**src/sv/anlp_pkg.sv**
```systemverilog
// Shared constants for the ASCII number literal parser.
// No dependencies; used by the interfaces, the top level and the checker.
`default_nettype none

package anlp_pkg;

  // Value field width on the result word
  localparam int unsigned OUT_BITS = 31;
  // Default accumulator width
  localparam int unsigned VALUE_BITS_DEF = 31;
  // Byte width of one input word
  localparam int unsigned CH_BITS = 8;

  // Prefix positions: bytes seen, saturating at the first hex digit slot
  localparam logic [1:0] POS_FIRST  = 2'd0;
  localparam logic [1:0] POS_SECOND = 2'd1;
  localparam logic [1:0] POS_DIGITS = 2'd2;

  // Character codes
  localparam logic [CH_BITS-1:0] CH_NUL  = 8'd0;
  localparam logic [CH_BITS-1:0] CH_ZERO = 8'd48;
  localparam logic [CH_BITS-1:0] CH_ONE  = 8'd49;
  localparam logic [CH_BITS-1:0] CH_NINE = 8'd57;
  localparam logic [CH_BITS-1:0] CH_UP_A = 8'd65;
  localparam logic [CH_BITS-1:0] CH_UP_F = 8'd70;
  localparam logic [CH_BITS-1:0] CH_LO_A = 8'd97;
  localparam logic [CH_BITS-1:0] CH_LO_F = 8'd102;
  localparam logic [CH_BITS-1:0] CH_X    = 8'd120;

endpackage

`default_nettype wire

```
**src/sv/anlp_in_if.sv**
```systemverilog
// Byte channel into the parser: valid/ready handshake plus one character.
// Depends on anlp_pkg.
`default_nettype none

interface anlp_in_if;
  import anlp_pkg::*;

  logic               valid;
  logic               ready;
  logic [CH_BITS-1:0] ch;

  modport source (output valid, output ch, input ready);
  modport sink   (input valid, input ch, output ready);
endinterface

`default_nettype wire

```
**src/sv/anlp_out_if.sv**
```systemverilog
// Result channel out of the parser: valid/ready handshake plus the three
// per-base verdicts. Depends on anlp_pkg.
`default_nettype none

interface anlp_out_if;
  import anlp_pkg::*;

  logic                valid;
  logic                ready;
  logic                dec_valid;
  logic [OUT_BITS-1:0] dec_value;
  logic                dec_overflow;
  logic                bin_valid;
  logic [OUT_BITS-1:0] bin_value;
  logic                bin_overflow;
  logic                hex_valid;
  logic [OUT_BITS-1:0] hex_value;
  logic                hex_overflow;

  modport source (
    output valid, input ready,
    output dec_valid, output dec_value, output dec_overflow,
    output bin_valid, output bin_value, output bin_overflow,
    output hex_valid, output hex_value, output hex_overflow
  );
  modport sink (
    input valid, output ready,
    input dec_valid, input dec_value, input dec_overflow,
    input bin_valid, input bin_value, input bin_overflow,
    input hex_valid, input hex_value, input hex_overflow
  );
endinterface

`default_nettype wire

```
**src/sv/ascii_number_literal_parser_top.sv**
```systemverilog
// Each byte is held in the input register; a zero byte's result word is then
// registered in the output register.
// Throughput: one byte per cycle; the accumulators take one shift-add each.
// A terminator stalls only while the previous result word is still held.
// Reset (synchronous, rst high) empties both registers and returns the
// accumulators, validity flags and prefix position to their start values.
`default_nettype none

module ascii_number_literal_parser_top #(
  parameter int unsigned VALUE_BITS = anlp_pkg::VALUE_BITS_DEF
) (
  input  logic        clk,
  input  logic        rst,
  anlp_in_if.sink     chars,
  anlp_out_if.source  results
);
  import anlp_pkg::*;

  localparam int unsigned WX = VALUE_BITS + 4;

  typedef struct packed {
    logic                dec_valid;
    logic [OUT_BITS-1:0] dec_value;
    logic                dec_overflow;
    logic                bin_valid;
    logic [OUT_BITS-1:0] bin_value;
    logic                bin_overflow;
    logic                hex_valid;
    logic [OUT_BITS-1:0] hex_value;
    logic                hex_overflow;
  } result_t;

  // Saturating step: take the widened product-sum unless it spills over or overflow is already set
  function automatic logic [VALUE_BITS:0] sat_step(
    input logic          ovf,
    input logic [WX-1:0] prod
  );
    if (ovf || (|prod[WX-1:VALUE_BITS])) begin
      return {1'b1, {VALUE_BITS{1'b1}}};
    end
    return {1'b0, prod[VALUE_BITS-1:0]};
  endfunction

  // Input register
  logic               s1_valid;
  logic [CH_BITS-1:0] s1_ch;

  // Parse state
  logic [1:0]            position;
  logic                  dec_ok, bin_ok, hex_ok;
  logic [VALUE_BITS-1:0] dec_acc, bin_acc, hex_acc;
  logic                  dec_ovf, bin_ovf, hex_ovf;

  logic [1:0]            position_next;
  logic                  dec_ok_next, bin_ok_next, hex_ok_next;
  logic [VALUE_BITS-1:0] dec_acc_next, bin_acc_next, hex_acc_next;
  logic                  dec_ovf_next, bin_ovf_next, hex_ovf_next;

  // Output register
  logic    out_valid;
  result_t res;
  result_t res_next;

  logic s1_term;
  logic advance;

  assign s1_term = (s1_ch == CH_NUL);
  assign advance = s1_valid && (!s1_term || !out_valid || results.ready);
  assign chars.ready = !s1_valid || advance;

  // Capture the next byte whenever the input register frees up
  always_ff @(posedge clk) begin
    if (rst) begin
      s1_valid <= 1'b0;
    end else if (chars.ready) begin
      s1_valid <= chars.valid;
    end
    if (chars.ready && chars.valid) begin
      s1_ch <= chars.ch;
    end
  end

  // Per-byte classification and accumulator update
  always_comb begin
    logic            is_dig, is_bin, is_up, is_lo;
    logic [3:0]      hex_d;
    logic [WX-1:0]   acc_w;
    logic [WX-1:0]   dec_prod, bin_prod, hex_prod;
    logic [VALUE_BITS:0] step;
    logic            hv;

    step   = '0;
    is_dig = (s1_ch >= CH_ZERO) && (s1_ch <= CH_NINE);
    is_bin = (s1_ch == CH_ZERO) || (s1_ch == CH_ONE);
    is_up  = (s1_ch >= CH_UP_A) && (s1_ch <= CH_UP_F);
    is_lo  = (s1_ch >= CH_LO_A) && (s1_ch <= CH_LO_F);
    // Letters A-F and a-f carry their value minus 9 in the low nibble
    hex_d  = is_dig ? s1_ch[3:0] : s1_ch[3:0] + 4'd9;

    position_next = position;
    dec_ok_next   = dec_ok;
    bin_ok_next   = bin_ok;
    hex_ok_next   = hex_ok;
    dec_acc_next  = dec_acc;
    bin_acc_next  = bin_acc;
    hex_acc_next  = hex_acc;
    dec_ovf_next  = dec_ovf;
    bin_ovf_next  = bin_ovf;
    hex_ovf_next  = hex_ovf;

    // Decimal: acc * 10 + digit as two shifts and an add
    acc_w    = WX'(dec_acc);
    dec_prod = (acc_w << 3) + (acc_w << 1) + WX'(s1_ch[3:0]);
    // Binary: acc * 2 + digit
    acc_w    = WX'(bin_acc);
    bin_prod = (acc_w << 1) + WX'(s1_ch[0]);
    // Hex: acc * 16 + digit
    acc_w    = WX'(hex_acc);
    hex_prod = (acc_w << 4) + WX'(hex_d);

    if (dec_ok) begin
      if (is_dig) begin
        step         = sat_step(dec_ovf, dec_prod);
        dec_ovf_next = step[VALUE_BITS];
        dec_acc_next = step[VALUE_BITS-1:0];
      end else begin
        dec_ok_next = 1'b0;
      end
    end

    if (bin_ok) begin
      if (is_bin) begin
        step         = sat_step(bin_ovf, bin_prod);
        bin_ovf_next = step[VALUE_BITS];
        bin_acc_next = step[VALUE_BITS-1:0];
      end else begin
        bin_ok_next = 1'b0;
      end
    end

    // Hex: check the 0x prefix, then take digits
    if (hex_ok) begin
      if (position == POS_FIRST) begin
        hex_ok_next = (s1_ch == CH_ZERO);
      end else if (position == POS_SECOND) begin
        hex_ok_next = (s1_ch == CH_X);
      end else if (is_dig || is_up || is_lo) begin
        step         = sat_step(hex_ovf, hex_prod);
        hex_ovf_next = step[VALUE_BITS];
        hex_acc_next = step[VALUE_BITS-1:0];
      end else begin
        hex_ok_next = 1'b0;
      end
    end

    if (position != POS_DIGITS) begin
      position_next = position + 2'd1;
    end

    // Result word built from the state before the terminator
    hv = hex_ok && (position == POS_DIGITS);
    res_next.dec_valid    = dec_ok;
    res_next.dec_value    = dec_ok ? OUT_BITS'(dec_acc) : '0;
    res_next.dec_overflow = dec_ok && dec_ovf;
    res_next.bin_valid    = bin_ok;
    res_next.bin_value    = bin_ok ? OUT_BITS'(bin_acc) : '0;
    res_next.bin_overflow = bin_ok && bin_ovf;
    res_next.hex_valid    = hv;
    res_next.hex_value    = hv ? OUT_BITS'(hex_acc) : '0;
    res_next.hex_overflow = hv && hex_ovf;
  end

  // Advance parse state; clear it on the terminator
  always_ff @(posedge clk) begin
    if (rst || (advance && s1_term)) begin
      position <= POS_FIRST;
      dec_ok   <= 1'b1;
      bin_ok   <= 1'b1;
      hex_ok   <= 1'b1;
      dec_acc  <= '0;
      bin_acc  <= '0;
      hex_acc  <= '0;
      dec_ovf  <= 1'b0;
      bin_ovf  <= 1'b0;
      hex_ovf  <= 1'b0;
    end else if (advance) begin
      position <= position_next;
      dec_ok   <= dec_ok_next;
      bin_ok   <= bin_ok_next;
      hex_ok   <= hex_ok_next;
      dec_acc  <= dec_acc_next;
      bin_acc  <= bin_acc_next;
      hex_acc  <= hex_acc_next;
      dec_ovf  <= dec_ovf_next;
      bin_ovf  <= bin_ovf_next;
      hex_ovf  <= hex_ovf_next;
    end
  end

  // Hold the result word until the sink takes it
  always_ff @(posedge clk) begin
    if (rst) begin
      out_valid <= 1'b0;
    end else if (advance && s1_term) begin
      out_valid <= 1'b1;
    end else if (results.ready) begin
      out_valid <= 1'b0;
    end
    if (advance && s1_term) begin
      res <= res_next;
    end
  end

  assign results.valid        = out_valid;
  assign results.dec_valid    = res.dec_valid;
  assign results.dec_value    = res.dec_value;
  assign results.dec_overflow = res.dec_overflow;
  assign results.bin_valid    = res.bin_valid;
  assign results.bin_value    = res.bin_value;
  assign results.bin_overflow = res.bin_overflow;
  assign results.hex_valid    = res.hex_valid;
  assign results.hex_value    = res.hex_value;
  assign results.hex_overflow = res.hex_overflow;

endmodule

`default_nettype wire

```
**src/flat_wrapper.sv**
```systemverilog
// flat-port wrapper written by rule: the top's interface ports become plain ports
module ascii_number_literal_parser_top_flat import anlp_pkg::*;
#(
  parameter int unsigned VALUE_BITS = anlp_pkg::VALUE_BITS_DEF
)
  (clk, rst, chars_valid, chars_ch, chars_ready, results_valid, results_ready, results_dec_valid, results_dec_value, results_dec_overflow, results_bin_valid, results_bin_value, results_bin_overflow, results_hex_valid, results_hex_value, results_hex_overflow);
  anlp_in_if chars_i ();
  anlp_out_if results_i ();
  input  logic clk;
  input  logic rst;
  input wire logic [$bits(chars_i.valid)-1:0] chars_valid;
  input wire logic [$bits(chars_i.ch)-1:0] chars_ch;
  output wire logic [$bits(chars_i.ready)-1:0] chars_ready;
  output wire logic [$bits(results_i.valid)-1:0] results_valid;
  input wire logic [$bits(results_i.ready)-1:0] results_ready;
  output wire logic [$bits(results_i.dec_valid)-1:0] results_dec_valid;
  output wire logic [$bits(results_i.dec_value)-1:0] results_dec_value;
  output wire logic [$bits(results_i.dec_overflow)-1:0] results_dec_overflow;
  output wire logic [$bits(results_i.bin_valid)-1:0] results_bin_valid;
  output wire logic [$bits(results_i.bin_value)-1:0] results_bin_value;
  output wire logic [$bits(results_i.bin_overflow)-1:0] results_bin_overflow;
  output wire logic [$bits(results_i.hex_valid)-1:0] results_hex_valid;
  output wire logic [$bits(results_i.hex_value)-1:0] results_hex_value;
  output wire logic [$bits(results_i.hex_overflow)-1:0] results_hex_overflow;
  assign chars_i.valid = chars_valid;
  assign chars_i.ch = chars_ch;
  assign chars_ready = chars_i.ready;
  assign results_valid = results_i.valid;
  assign results_i.ready = results_ready;
  assign results_dec_valid = results_i.dec_valid;
  assign results_dec_value = results_i.dec_value;
  assign results_dec_overflow = results_i.dec_overflow;
  assign results_bin_valid = results_i.bin_valid;
  assign results_bin_value = results_i.bin_value;
  assign results_bin_overflow = results_i.bin_overflow;
  assign results_hex_valid = results_i.hex_valid;
  assign results_hex_value = results_i.hex_value;
  assign results_hex_overflow = results_i.hex_overflow;
  ascii_number_literal_parser_top #(.VALUE_BITS(VALUE_BITS)) u_core (.clk(clk), .rst(rst), .chars(chars_i), .results(results_i));
endmodule
```
**config.mk**
```make
export PLATFORM = sky130hd
export DESIGN_NAME = ascii_number_literal_parser_top_flat
export DESIGN_NICKNAME = d
export VERILOG_FILES = /design/src/sv/anlp_pkg.sv /design/src/sv/anlp_in_if.sv /design/src/sv/anlp_out_if.sv /design/src/sv/ascii_number_literal_parser_top.sv /design/src/flat_wrapper.sv
export SDC_FILE = /design/constraint.sdc
export NUM_CORES = 1
export LEC_CHECK = 0
export BUFFER_PORTS_ARGS = -buffer_cell sky130_fd_sc_hd__buf_2
export CORE_MARGIN = 2
export CORE_UTILIZATION = 55
export DETAILED_ROUTE_END_ITERATION = 12
export PLACE_DENSITY = 0.79
export SYNTH_ARGS = -nofsm -noshare
export SYNTH_HDL_FRONTEND = slang
export SYNTH_SLANG_ARGS = --single-unit
```
**constraint.sdc**
```tcl
create_clock -name clk -period 9.6 [get_ports clk]
set_input_delay 0 -clock clk [delete_from_list [all_inputs] [get_ports clk]]
set_output_delay 0 -clock clk [all_outputs]
set_load 0.005 [all_outputs]
```
### After elaboration in Yosys (flattened, before gate mapping)

Index checks and enable logic that the tools add are counted.

| word-level totals | value |
|---|---|
| register bits | 210 |
| bits in latches | 0 |
| bits in writable memories | 0 |
| bits in read-only memories | 0 |
| bits of input ports | 12 |
| output and inout port bits | 101 |
| word-level logic and storage cells | 103 |
| memories | 0 |

| cells by class | value |
|---|---|
| $add $sub $neg | 6 |
| $mul | 0 |
| divide/modulo/power cells | 0 |
| magnitude comparators | 6 |
| equality and inequality tests | 6 |
| shift operators | 0 |
| muxes and demuxes | 28 |
| bitwise gates (word level) | 2 |
| reduce and logical (&&, ||, !) cells | 33 |

Operators by type and width:

| kind | count |
|---|---|
| $mux 32 | 6 |
| $add 35x4->35 | 2 |
| $add 34x32->35 | 1 |
| $add 32x1->33 | 1 |
| $mux 1 | 21 |
| $eq 8x6->1 const B | 2 |
| $ge 8x7->1 const B | 2 |
| $le 8x7->1 const B | 2 |
| $reduce_or 4->1 | 3 |
| $logic_and 1x1->1 | 10 |
| $logic_or 1x1->1 | 10 |
| $eq 8x7->1 const B | 1 |
| $ge 8x6->1 const B | 1 |
| $le 8x6->1 const B | 1 |
| $logic_not 8->1 | 1 |
| $reduce_and 3->1 | 2 |
| $reduce_and 5->1 | 1 |
| $add 4x4->4 const B | 1 |
| $mux 4 | 1 |
| $logic_not 1->1 | 3 |
| $add 2x1->2 const B | 1 |
| $eq 2x1->1 const B | 1 |
| $eq 2x2->1 const B | 1 |
| $logic_not 2->1 | 1 |
| 4 further kinds | 5 |

### Longest topological paths before layout

Gate-level depths: netlist of run 1.

| logic depth | value |
|---|---|
| depth in word-level cells | 12 |
| depth in mapped cells | 13 |
| mapped depth without buffers | 12 |

### Least setup slack after synthesis of run 1

OpenSTA, ideal clock, no wires.

| path | value |
|---|---|
| path type | reg-to-reg |
| from | register u_core.s1_ch[2] |
| to | register u_core.hex_acc[15] |
| setup time | 0.138 ns |
| data arrival time | 6.298 ns |
| required time | 9.462 ns |
| slack | 3.164 ns |
| cell stages (with the launch flop) | 9 |
| path buffers | 3 |
| clock period less this slack | 6.436 ns |
| cell sequence | edfxtp_1 clkbuf_1 nor4_1 nand3_1 nor2_1 or2_2 buf_2 buf_2 a211oi_1 |

| between the ends | value |
|---|---|
| longest elaborated chain between the ends | 12 |
| elaborated cells on any way between the ends | 30 |
| classes of those cells | add/sub (2); order compare (6); mux (7); reduce/logical (15) |

RTL lines:

| item | RTL line | text |
|---|---|---|
| start, declared | ascii_number_literal_parser_top.sv:46 | `logic [CH_BITS-1:0] s1_ch;` |
| start signal, assigned | ascii_number_literal_parser_top.sv:79 | `s1_ch <= chars.ch;` |
| $ge 8x6->1 / $le 8x6->1 (equally long branches) | ascii_number_literal_parser_top.sv:93 | `is_dig = (s1_ch >= CH_ZERO) && (s1_ch <= CH_NINE);` |
| $logic_and 1x1->1 | ascii_number_literal_parser_top.sv:93 |  |
| $mux 4 | ascii_number_literal_parser_top.sv:98 | `hex_d = is_dig ? s1_ch[3:0] : s1_ch[3:0] + 4'd9;` |
| $add 35x4->35 | ascii_number_literal_parser_top.sv:119 | `hex_prod = (acc_w << 4) + WX'(hex_d);` |
| $reduce_or 4->1 | ascii_number_literal_parser_top.sv:38 | `if (ovf \|\| (\|prod[WX-1:VALUE_BITS])) begin` |
| $logic_or 1x1->1 | ascii_number_literal_parser_top.sv:38 |  |
| $mux 1 | ascii_number_literal_parser_top.sv:38 |  |
| $mux 1 | ascii_number_literal_parser_top.sv:147 | `end else if (is_dig \|\| is_up \|\| is_lo) begin` |
| $mux 1 | ascii_number_literal_parser_top.sv:145 | `end else if (position == POS_SECOND) begin` |
| $mux 1 | ascii_number_literal_parser_top.sv:143 | `if (position == POS_FIRST) begin` |
| $mux 1 | ascii_number_literal_parser_top.sv:142 | `if (hex_ok) begin` |
| $mux 32 | ascii_number_literal_parser_top.sv:41 | `return {1'b0, prod[VALUE_BITS-1:0]};` |
| end signal, assigned | ascii_number_literal_parser_top.sv:193 | `hex_acc <= hex_acc_next;` |
| end, declared | ascii_number_literal_parser_top.sv:51 | `logic [VALUE_BITS-1:0] dec_acc, bin_acc, hex_acc;` |

Parallel ways exist; a longest one is shown, timed or not. The select of a mux whose other input is x is not followed.
A chain may end at the register's enable or synchronous reset.

### Worst setup path after layout of run 1

| path | value |
|---|---|
| from | register u_core.s1_ch[3] |
| to | register u_core.dec_acc[2] |

| between the ends | value |
|---|---|
| longest elaborated chain between the ends | 7 |
| elaborated cells on any way between the ends | 18 |
| classes of those cells | add/sub (1); order compare (2); mux (4); reduce/logical (11) |

RTL lines:

| item | RTL line | text |
|---|---|---|
| $add 35x4->35 / $logic_not 8->1 (equally long branches) | ascii_number_literal_parser_top.sv:113, ascii_number_literal_parser_top.sv:67 |  |
| $reduce_or 4->1 / $logic_not 1->1 (equally long branches) | ascii_number_literal_parser_top.sv:38, ascii_number_literal_parser_top.sv:68 |  |
| $logic_or 1x1->1, on equally long branches | ascii_number_literal_parser_top.sv:38, ascii_number_literal_parser_top.sv:68 |  |
| $mux 1 / $logic_or 1x1->1 (equally long branches) | ascii_number_literal_parser_top.sv:38, ascii_number_literal_parser_top.sv:68 |  |
| $mux 1 / $logic_and 1x1->1 (equally long branches) | ascii_number_literal_parser_top.sv:122, ascii_number_literal_parser_top.sv:68 |  |
| $mux 1 / $logic_and 1x1->1 (equally long branches) | ascii_number_literal_parser_top.sv:121, ascii_number_literal_parser_top.sv:175 |  |
| $mux 32 / $logic_or 1x1->1 (equally long branches) | ascii_number_literal_parser_top.sv:41, ascii_number_literal_parser_top.sv:175 |  |
| end signal, assigned | ascii_number_literal_parser_top.sv:191 | `dec_acc <= dec_acc_next;` |
| end, declared | ascii_number_literal_parser_top.sv:51 |  |

Parallel ways exist; a longest one is shown, timed or not. The select of a mux whose other input is x is not followed.

==> results of run 1 <==
-- area by class of cell --
cell class,instances,area (µm²)
inverter,17,63.81
tap,229,286.5
sequential,210,5275
clock inverter,14,161.4
timing repair buffer,129,718.2
fill,1369,6387
clock buffer,26,606.8
multi-input combinational,632,4403
-- per-stage QoR --
stage               hold WS (ns)  instance area, µm²  utilization [%]  cells  power, mW
global placement          0.1962               10630            59.36   1205      1.027
detailed placement        0.1893               10630            59.36   1205      1.029
global route              0.2282               11510            64.32   1257      1.951
finish                    0.2224               11510            64.32   1257      1.899
CTS                       0.2172               11510            64.32   1257      1.911
floorplan                0.06907                9990                -    919      1.012
-- layer usage --
layer | global-route usage [%] | wire, µm
met4 | 7.337 | 592
met1 | 27.34 | 8943
met3 | 3.349 | 1084
met2 | 37.91 | 10820
met5 | 0 | 0
-- worst max-delay path, stage by stage (launching register included) --
cell and delay (ns):
edfxtp_1 0.46, inv_1 0.11, fa_1 0.49, inv_1 0.07, fa_1 0.46, a21o_1 0.22, a311o_1 0.38, nand3_2 0.11
a21oi_2 0.08, nor4_2 0.36, o41ai_2 0.17, a2111oi_4 0.73, buf_4 0.40, a221oi_1 0.12
-- logic make-up (layout without fill, tap and decap cells) --
family,count (synthesis),in the layout
buf+inv,77,186
compound gates,244,244
flops,210,210
simple gates,285,285
xor+xnor,31,31
fa+ha+maj,71,71
mux,1,1
-- flip-flops by register name (all words and copies together) (netlist names), 2 cells and up --
register,count
u_core.bin_acc,31
u_core.results.bin_value,31
u_core.results.hex_value,31
u_core.position,2
u_core.s1_ch,8
u_core.dec_acc,31
u_core.results.dec_value,31
u_core.hex_acc,31
-- power by group --
part	internal [mW]	leakage [nW]	switching, mW
clock	0.535	0.371	0.350
sequential	0.942	1.77	0.0151
combinational	0.0223	2.45	0.0344
-- final timing paths --
kind / depth (start not counted) / start / end
hold / removal: 2 / chars_ch[4] / u_core.s1_ch[4]
setup reg to reg: 13 / u_core.s1_ch[3] / u_core.dec_acc[2]
hold reg to reg: 2 / u_core.bin_acc[30] / u_core.bin_acc[30]
setup / recovery: 13 / u_core.s1_ch[3] / u_core.dec_acc[2]
-- placed cells by master, fill, tap and decap left out, types with 8 or more instances in the layout --
cell and instances:
a211oi_1 34, o221a_2 30, nand2_1 39, and3_1 36, a31oi_1 34, and2_1 70, nor2_1 95, o21ai_0 53
dfxtp_1 103, a21o_1 8, xor2_1 13, a21oi_1 46, dlygate4sd3_1 12, edfxtp_1 107, clkbuf_16 23, inv_1 17
buf_2 112, xnor2_1 18, ha_1 69, nand4_1 9
-- what timing repair did --
action | 4_1_cts | 5_1_grt
buffers inserted | 0 | 0
hold buffers | 12 | 0
hold endpoints to repair | 28 | 0
==> results.toml, run 1 <==
[final_layout]
area_growth_syn_to_layout_pct = 15.27
layout-drive-gt1-share_pct = 19.65
antennaDiodeCount = 0
final_nets = 1095

[clocking]
cts_tree = "yes"
cts_resized = 0
cts.sinks = 210
clk_latency_ns = 0.50
clock-root-buffer = "clkbuf_16"
cts_buffers = 22
clock_path_buffers = 3
clkSlewWorstSetupHoldPaths_ns = 0.06
htreeDepth = 1

[timing]
rsz0062_at_grt = "no"
slew_viol_final = 0
relSlewSlack_pct = 20.10
worst_slack_ns = 5.292
fmax_mhz = 232.1
finalCritPeriodShare_pct = 44.87
tightest_slew_ns = 1.199
hold_violations = 0
finalSetupViolCount = 0
finalSetupTns_ns = 0
min_period_ns = 4.308
skew_ns = 0.01780

[route]
drc = 0
totalWireLength_um = 21440
drtPass1Iterations = 5
drtIter0Drc = 578
wl_per_cell_um = 17.05
num_vias = 7426
via_per_inst = 5.908
detail-route-antenna-nets = 0

[global_route]
overflow = 0
grt_pass1_wl_um = 34970
antenna_found_initial = 0
grt_use_total_pct = 21.59
grt_pass1_vias = 7134
grt_max_degree = 96

[die]
start_util_pct = 55.80
die_area_um2 = 19260
dieWidth_um = 138.8
fp.coreArea_um2 = 17900
die_h_um = 138.8
row_count = 49
ios = 113

[yosys]
avgSynthCellArea_um2 = 10.87
yosysTopAreaCell = "edfxtp_1"
synth_ff_type = "edfxtp_1"
synth_compound_area_share_pct = 17.42
synthMuxAreaShare_pct = 0.1002
netlist_top_cells_count = "edfxtp_1 (107), dfxtp_1 (103), nor2_1 (98)"
synth.area.top_cells = "edfxtp_1 (32%), dfxtp_1 (21%), ha_1 (8.6%)"
synth.top_cell.area_share_pct = 32.16
yosys_warnings = 0
synth_area_um2 = 9990
synth_fa_ha_area_share_pct = 9.043
synthCells = 919
ys_seq_elements = 210
syn_nets = 1002
synth_xor_area_share_pct = 2.718
async_flop_share_pct = 0
ys_types = 60
synth-seq-area-share_pct = 52.81
synth-simple-area-share_pct = 14.62
synth_top_family_by_area = "compound AO/OA/AOI/OAI gates"
synth_most_common_cell = "edfxtp_1"
synth-edff-count = 107

[worst_setup_path]
crit_type = "reg -> reg"
worstPathRequired_ns = 9.94
critPathMaxFanout = 21
r2r_setup_slack_ns = 5.29
worst_ep_arrival_time_ns = 4.65
startpoint_type = "register"
crit_path_end_kind = "register"

[placed_design]
gp_congestion = 0.9055
io_buffer_count = 112
dp_hpwl_um = 13800
dp_slack_ns = 5.293

[power_and_ir_drop]
leakage_nw = 4.592
p_per_area_nw_per_um2 = 165.0
ir_worst_vdd_mv = 0.1373

[status]
status = "complete, no violations"

[hold_path]
hold_path.class = "in -> reg"

[job]
drv_cap = 0
No activity file was read; power rests on OpenSTA's default activity.
==> inputs of run 2 (changes only) <==
Settings changed: CORE_UTILIZATION 55 to 53.
Clock period 9.6 ns to 3.6 ns, I/O delays scaled along.
==> run 2 against run 1 <==
  * Cell count grew 2.4%
  * Fmax grew 24%
  * Clock power grew to 2.7 times the previous value
  * First-iteration DRC count shrank 29%
  * Sequential share of layout area shrank 0.91 points
  * Count of clock-buffer cells in the layout grew 7
  * Die area grew 3.7%
  * Non-clock buffer count grew 23
  * Critical path type unchanged
  * Highest routed layer unchanged
==> results.toml, run 2 (synthesis results as in run 1) <==
[status]
status = "complete, no violations"

[global_route]
antenna_found_initial = 1
overflow = 0
grt_max_degree = 67
grt_use_total_pct = 20.93
grt_pass1_vias = 7003
grt_pass1_wl_um = 34560

[die]
ios = 113
dieWidth_um = 141.3
die_h_um = 141.3
row_count = 50
start_util_pct = 53.76
fp.coreArea_um2 = 18580
die_area_um2 = 19960

[final_layout]
final_cell_area_um2 = 11750
most-common-layout-cells = "buf_2 (113), edfxtp_1 (107), dfxtp_1 (102), nor2_1 (95), and2_1 (70)"
fillers = 1435
final_common_cell = "buf_2"
multi_input_area_um2 = 4432
layout-drive-gt1-share_pct = 22.05
area_growth_syn_to_layout_pct = 17.64
final-seq-area_um2 = 5276
final_cells = 1287
final_nets = 1119

[route]
num_vias = 7356
detail-route-antenna-nets = 0
drtIter0Drc = 411
via_per_inst = 5.716
drc = 0
totalWireLength_um = 21120
drtPass1Iterations = 5
wl_per_cell_um = 16.41

[timing]
fmax_mhz = 288.2
min_period_ns = 3.469
finalSetupViolCount = 0
finalCritPeriodShare_pct = 96.37
slew_viol_final = 0
relSlewSlack_pct = 30.22
tightest_slew_ns = 1.044
skew_ns = 0.01868
hold_violations = 0

[clocking]
clock-root-buffer = "clkbuf_16"
cts_buffers = 23
htreeDepth = 1
clock_path_buffers = 3
clkSlewWorstSetupHoldPaths_ns = 0.06
clk_latency_ns = 0.50
cts.sinks = 210
cts_tree = "yes"

[worst_setup_path]
startpoint_type = "register"
crit_type = "reg -> reg"
r2r_setup_slack_ns = 0.13
worst_ep_arrival_time_ns = 3.81
worstPathRequired_ns = 3.94
critPathMaxFanout = 5
crit_path_end_kind = "register"

[placed_design]
io_buffer_count = 112
dp.cells = 1224
gp_congestion = 0.9002
dp_hpwl_um = 14070
postPlaceCellArea_um2 = 10750

[power_and_ir_drop]
ir_worst_vdd_mv = 0.2550
leakage_nw = 4.730
p_per_area_nw_per_um2 = 433.3

[hold_path]
hold_path.class = "in -> reg"

[job]
drv_cap = 0
==> run 2: cell types whose count changed in the layout (fill, tap and decap cells not counted), moves of 2 or more <==
cell        delta
clkbuf_1       +4
inv_2          +2
clkbuf_8       +2
clkinv_1       -3
buf_4         +18
clkinvlp_4     -2
clkinv_4       -3
inv_1          -2
clkinv_2       +2
buf_6          +3
==> run 2: timing repair <==
item                                    CTS  global route
endpoints found under the setup margin   19            32
resized for setup                         6             6
pin swaps                                 3             7
endpoints found under the hold margin    11             0
cloned                                    2             0
hold buffers                             12             0
buffers inserted                          4             3
==> run 2: report_power, final <==
part / leakage (nW) / internal [mW] / total (mW) / switching, mW
sequential: 1.77 / 2.51 / 2.53 / 0.0183
combinational: 2.58 / 0.0701 / 0.186 / 0.116
clock: 0.385 / 1.45 / 2.37 / 0.926
==> run 2: worst paths after layout <==
path / startpoint / end / cells past startpoint
hold reg to reg: u_core.bin_acc[30] / u_core.bin_acc[30] / 2
setup reg to reg: u_core.dec_acc[0] / u_core.dec_acc[2] / 14
setup / recovery: u_core.dec_acc[0] / u_core.dec_acc[2] / 14
hold / removal: chars_ch[5] / u_core.s1_ch[5] / 2
==> run 2: layout make-up <==
type	count	area share, %
well taps	234	2.491
multi-input cells	632	37.71
repair buffers	152	7.762
clock buffers	33	5.739
diodes	1	0.02129
clock inverters	8	0.8305
flip-flops and latches	210	44.90
inverters	17	0.5430
==> run 2: per-stage QoR <==
stage               hold WS (ns)  TNS (ns)  utilization [%]  setup slack (ns)  power [mW]
finish                    0.2232         0            63.25            0.1305       5.092
global route              0.2104  -0.03125            63.25          -0.01404       5.257
CTS                       0.2029         0            62.99           0.03840       5.128
detailed placement        0.1931  -0.07615            57.86          -0.04437       2.751
global placement          0.1968         0            57.86           0.04308       2.748
floorplan                0.06907         0                -           0.09560       2.700
==> run 2: routing by layer <==
layer	part of all wire [%]	GRT usage [%]	up-vias
met5	0	0	-
met3	5.0	3.341	43
met4	2.5	6.368	0
met2	49	35.92	199
li1	-	-	3655
met1	43	27.44	3459
==> run 2: critical path: stages (launching register included) <==
cell       delay, ns
dfxtp_1         0.33
inv_1           0.06
fa_1            0.54
inv_2           0.05
fa_2            0.40
a21o_1          0.20
a311o_1         0.30
nand3_2         0.09
a21oi_2         0.06
nor4_2          0.32
o41ai_2         0.15
a2111oi_4       0.38
buf_4           0.20
buf_6           0.13
a221oi_1        0.08
==> inputs of run 3 (changes only) <==
Settings changed: RECOVER_POWER set to 100.
==> run 3 against run 2 <==
  * Design area decreased by 0.66%
  * Sequential share of layout area up 0.30 points
  * Clock skew about the same
  * First-iteration DRC count rose by 12%
  * Count of clock-buffer cells in the layout did not move
  * Clock power is essentially flat
  * Total power about the same
  * Non-clock buffer count is the same
  * Sequential power barely moved
  * Routed wire length grew 0.49%
  * Hold slack better by 0.0029 ns
  * Register-to-register slack about the same
  * Highest routed layer unchanged
==> results.toml, run 3 (synthesis results as in run 1) <==
[final_layout]
final_cells = 1287
fillers = 1464
final_nets = 1119
layout-drive-gt1-share_pct = 17.59
most-common-layout-cells = "edfxtp_1 (107), dfxtp_1 (102), nor2_1 (96), buf_2 (70), ha_1 (69)"
postLayoutCoreUtil_pct = 62.83
final_cell_area_um2 = 11670
final_common_cell = "edfxtp_1"
area_growth_syn_to_layout_pct = 16.86

[route]
totalWireLength_um = 21220
via_per_inst = 5.716
num_vias = 7356
drc = 0
wl_per_cell_um = 16.49
drtIter0Drc = 461
drtPass1Iterations = 5
detail-route-antenna-nets = 0

[die]
fp.coreArea_um2 = 18580
start_util_pct = 53.76
die_h_um = 141.3
row_count = 50
ios = 113
dieWidth_um = 141.3
die_area_um2 = 19960

[worst_setup_path]
r2r_setup_slack_ns = 0.13
startpoint_type = "register"
r2r-end = "u_core.dec_acc[2]"
worst_ep_arrival_time_ns = 3.81
critPathMaxFanout = 5
r2r-start = "u_core.dec_acc[0]"
crit_path_end_kind = "register"
r2r_cells = 14
crit_type = "reg -> reg"
worstPathRequired_ns = 3.94

[global_route]
grt_pass1_wl_um = 34560
grt_pass1_vias = 7003
overflow = 0
antenna_found_initial = 1
grt_use_total_pct = 20.93
grt_max_degree = 67

[clocking]
clock-root-buffer = "clkbuf_16"
clk_latency_ns = 0.50
cts.sinks = 210
cts_tree = "yes"
cts_buffers = 23
clock_path_buffers = 3
htreeDepth = 1
clkSlewWorstSetupHoldPaths_ns = 0.06

[timing]
hold_ws_ns = 0.2260
finalSetupViolCount = 0
finalSetupTns_ns = 0
finalCritPeriodShare_pct = 96.25
relSlewSlack_pct = 11.58
slew_viol_final = 0
worst_slack_ns = 0.1350
min_period_ns = 3.465
hold_violations = 0
fmax_mhz = 288.6
tightest_slew_ns = 1.326
skew_ns = 0.01861

[placed_design]
dp.cells = 1224
io_buffer_count = 112
postPlaceCellArea_um2 = 10750
dp_hpwl_um = 14070
gp_congestion = 0.9002
dp_slack_ns = -0.04437

[power_and_ir_drop]
p_per_area_nw_per_um2 = 435.9
power.total_mw = 5.089
leakage_nw = 4.572
ir_worst_vdd_mv = 0.2552

[hold_path]
holdCritStartpoint = "chars_ch[5]"
min_to = "u_core.s1_ch[5]"
hold_path.class = "in -> reg"
hold_depth = 2

[status]
status = "complete, no violations"

[job]
drv_cap = 0
==> run 3: changes by cell type in the layout (fill, tap and decap cells not counted), sizes merged <==
cell    delta
buf       -49
clkbuf    +49
==> run 3: power breakdown <==
group	switching [mW]	internal (mW)	total, mW
combinational	0.116	0.0666	0.183
sequential	0.0184	2.51	2.53
clock	0.925	1.45	2.37
total	1.06	4.03	5.09
==> run 3: layout make-up <==
type / instances / area [µm²] / share of cell area, %
repair buffers: 152 / 842.1 / 7.213
well taps: 234 / 292.8 / 2.508
inverters: 17 / 63.81 / 0.5466
multi-input cells: 632 / 4424 / 37.90
clock inverters: 8 / 97.59 / 0.8360
diodes: 1 / 2.502 / 0.02144
flip-flops and latches: 210 / 5276 / 45.20
clock buffers: 33 / 674.4 / 5.777
==> run 3: critical path: stages (launching register included) <==
cell	delay, ns
dfxtp_1	0.33
inv_1	0.06
fa_1	0.54
inv_2	0.05
fa_2	0.40
a21o_1	0.20
a311o_1	0.30
nand3_2	0.09
a21oi_2	0.06
nor4_2	0.32
o41ai_2	0.15
a2111oi_4	0.38
buf_4	0.20
buf_6	0.13
a221oi_1	0.08
==> run 3: timing repair <==
item | CTS | global route
endpoints found under the hold margin | 11 | 0
hold buffers | 12 | 0
resized for setup | 6 | 6
endpoints found under the setup margin | 19 | 32
pin swaps | 3 | 7
setup buffers | 4 | 3
gates cloned | 2 | 0
==> run 3: worst max-delay path by stage <==
stage / slack, ns / end / startpoint
after global routing: -0.01 / u_core.dec_acc[2] / u_core.dec_acc[0]
after detailed placement: -0.04 / u_core.dec_acc[2] / u_core.dec_acc[2]
after global placement: 0.04 / u_core.dec_acc[2] / u_core.dec_acc[2]
after floorplan: 0.1 / u_core.dec_acc[11] / u_core.s1_ch[3]
final: 0.13 / u_core.dec_acc[2] / u_core.dec_acc[0]
after CTS: 0.04 / u_core.dec_acc[2] / u_core.dec_acc[2]
==> run 3: routing by layer <==
| layer | share of wire, % | global-route usage [%] | vias to the layer above | wire length, µm |
|---|---|---|---|---|
| li1 | - | - | 3647 | - |
| met1 | 44 | 27.44 | 3474 | 9328 |
| met2 | 49 | 35.92 | 193 | 10420 |
| met3 | 4.6 | 3.341 | 42 | 986 |
| met4 | 2.3 | 6.368 | 0 | 490 |
| met5 | 0 | 0 | - | 0 |
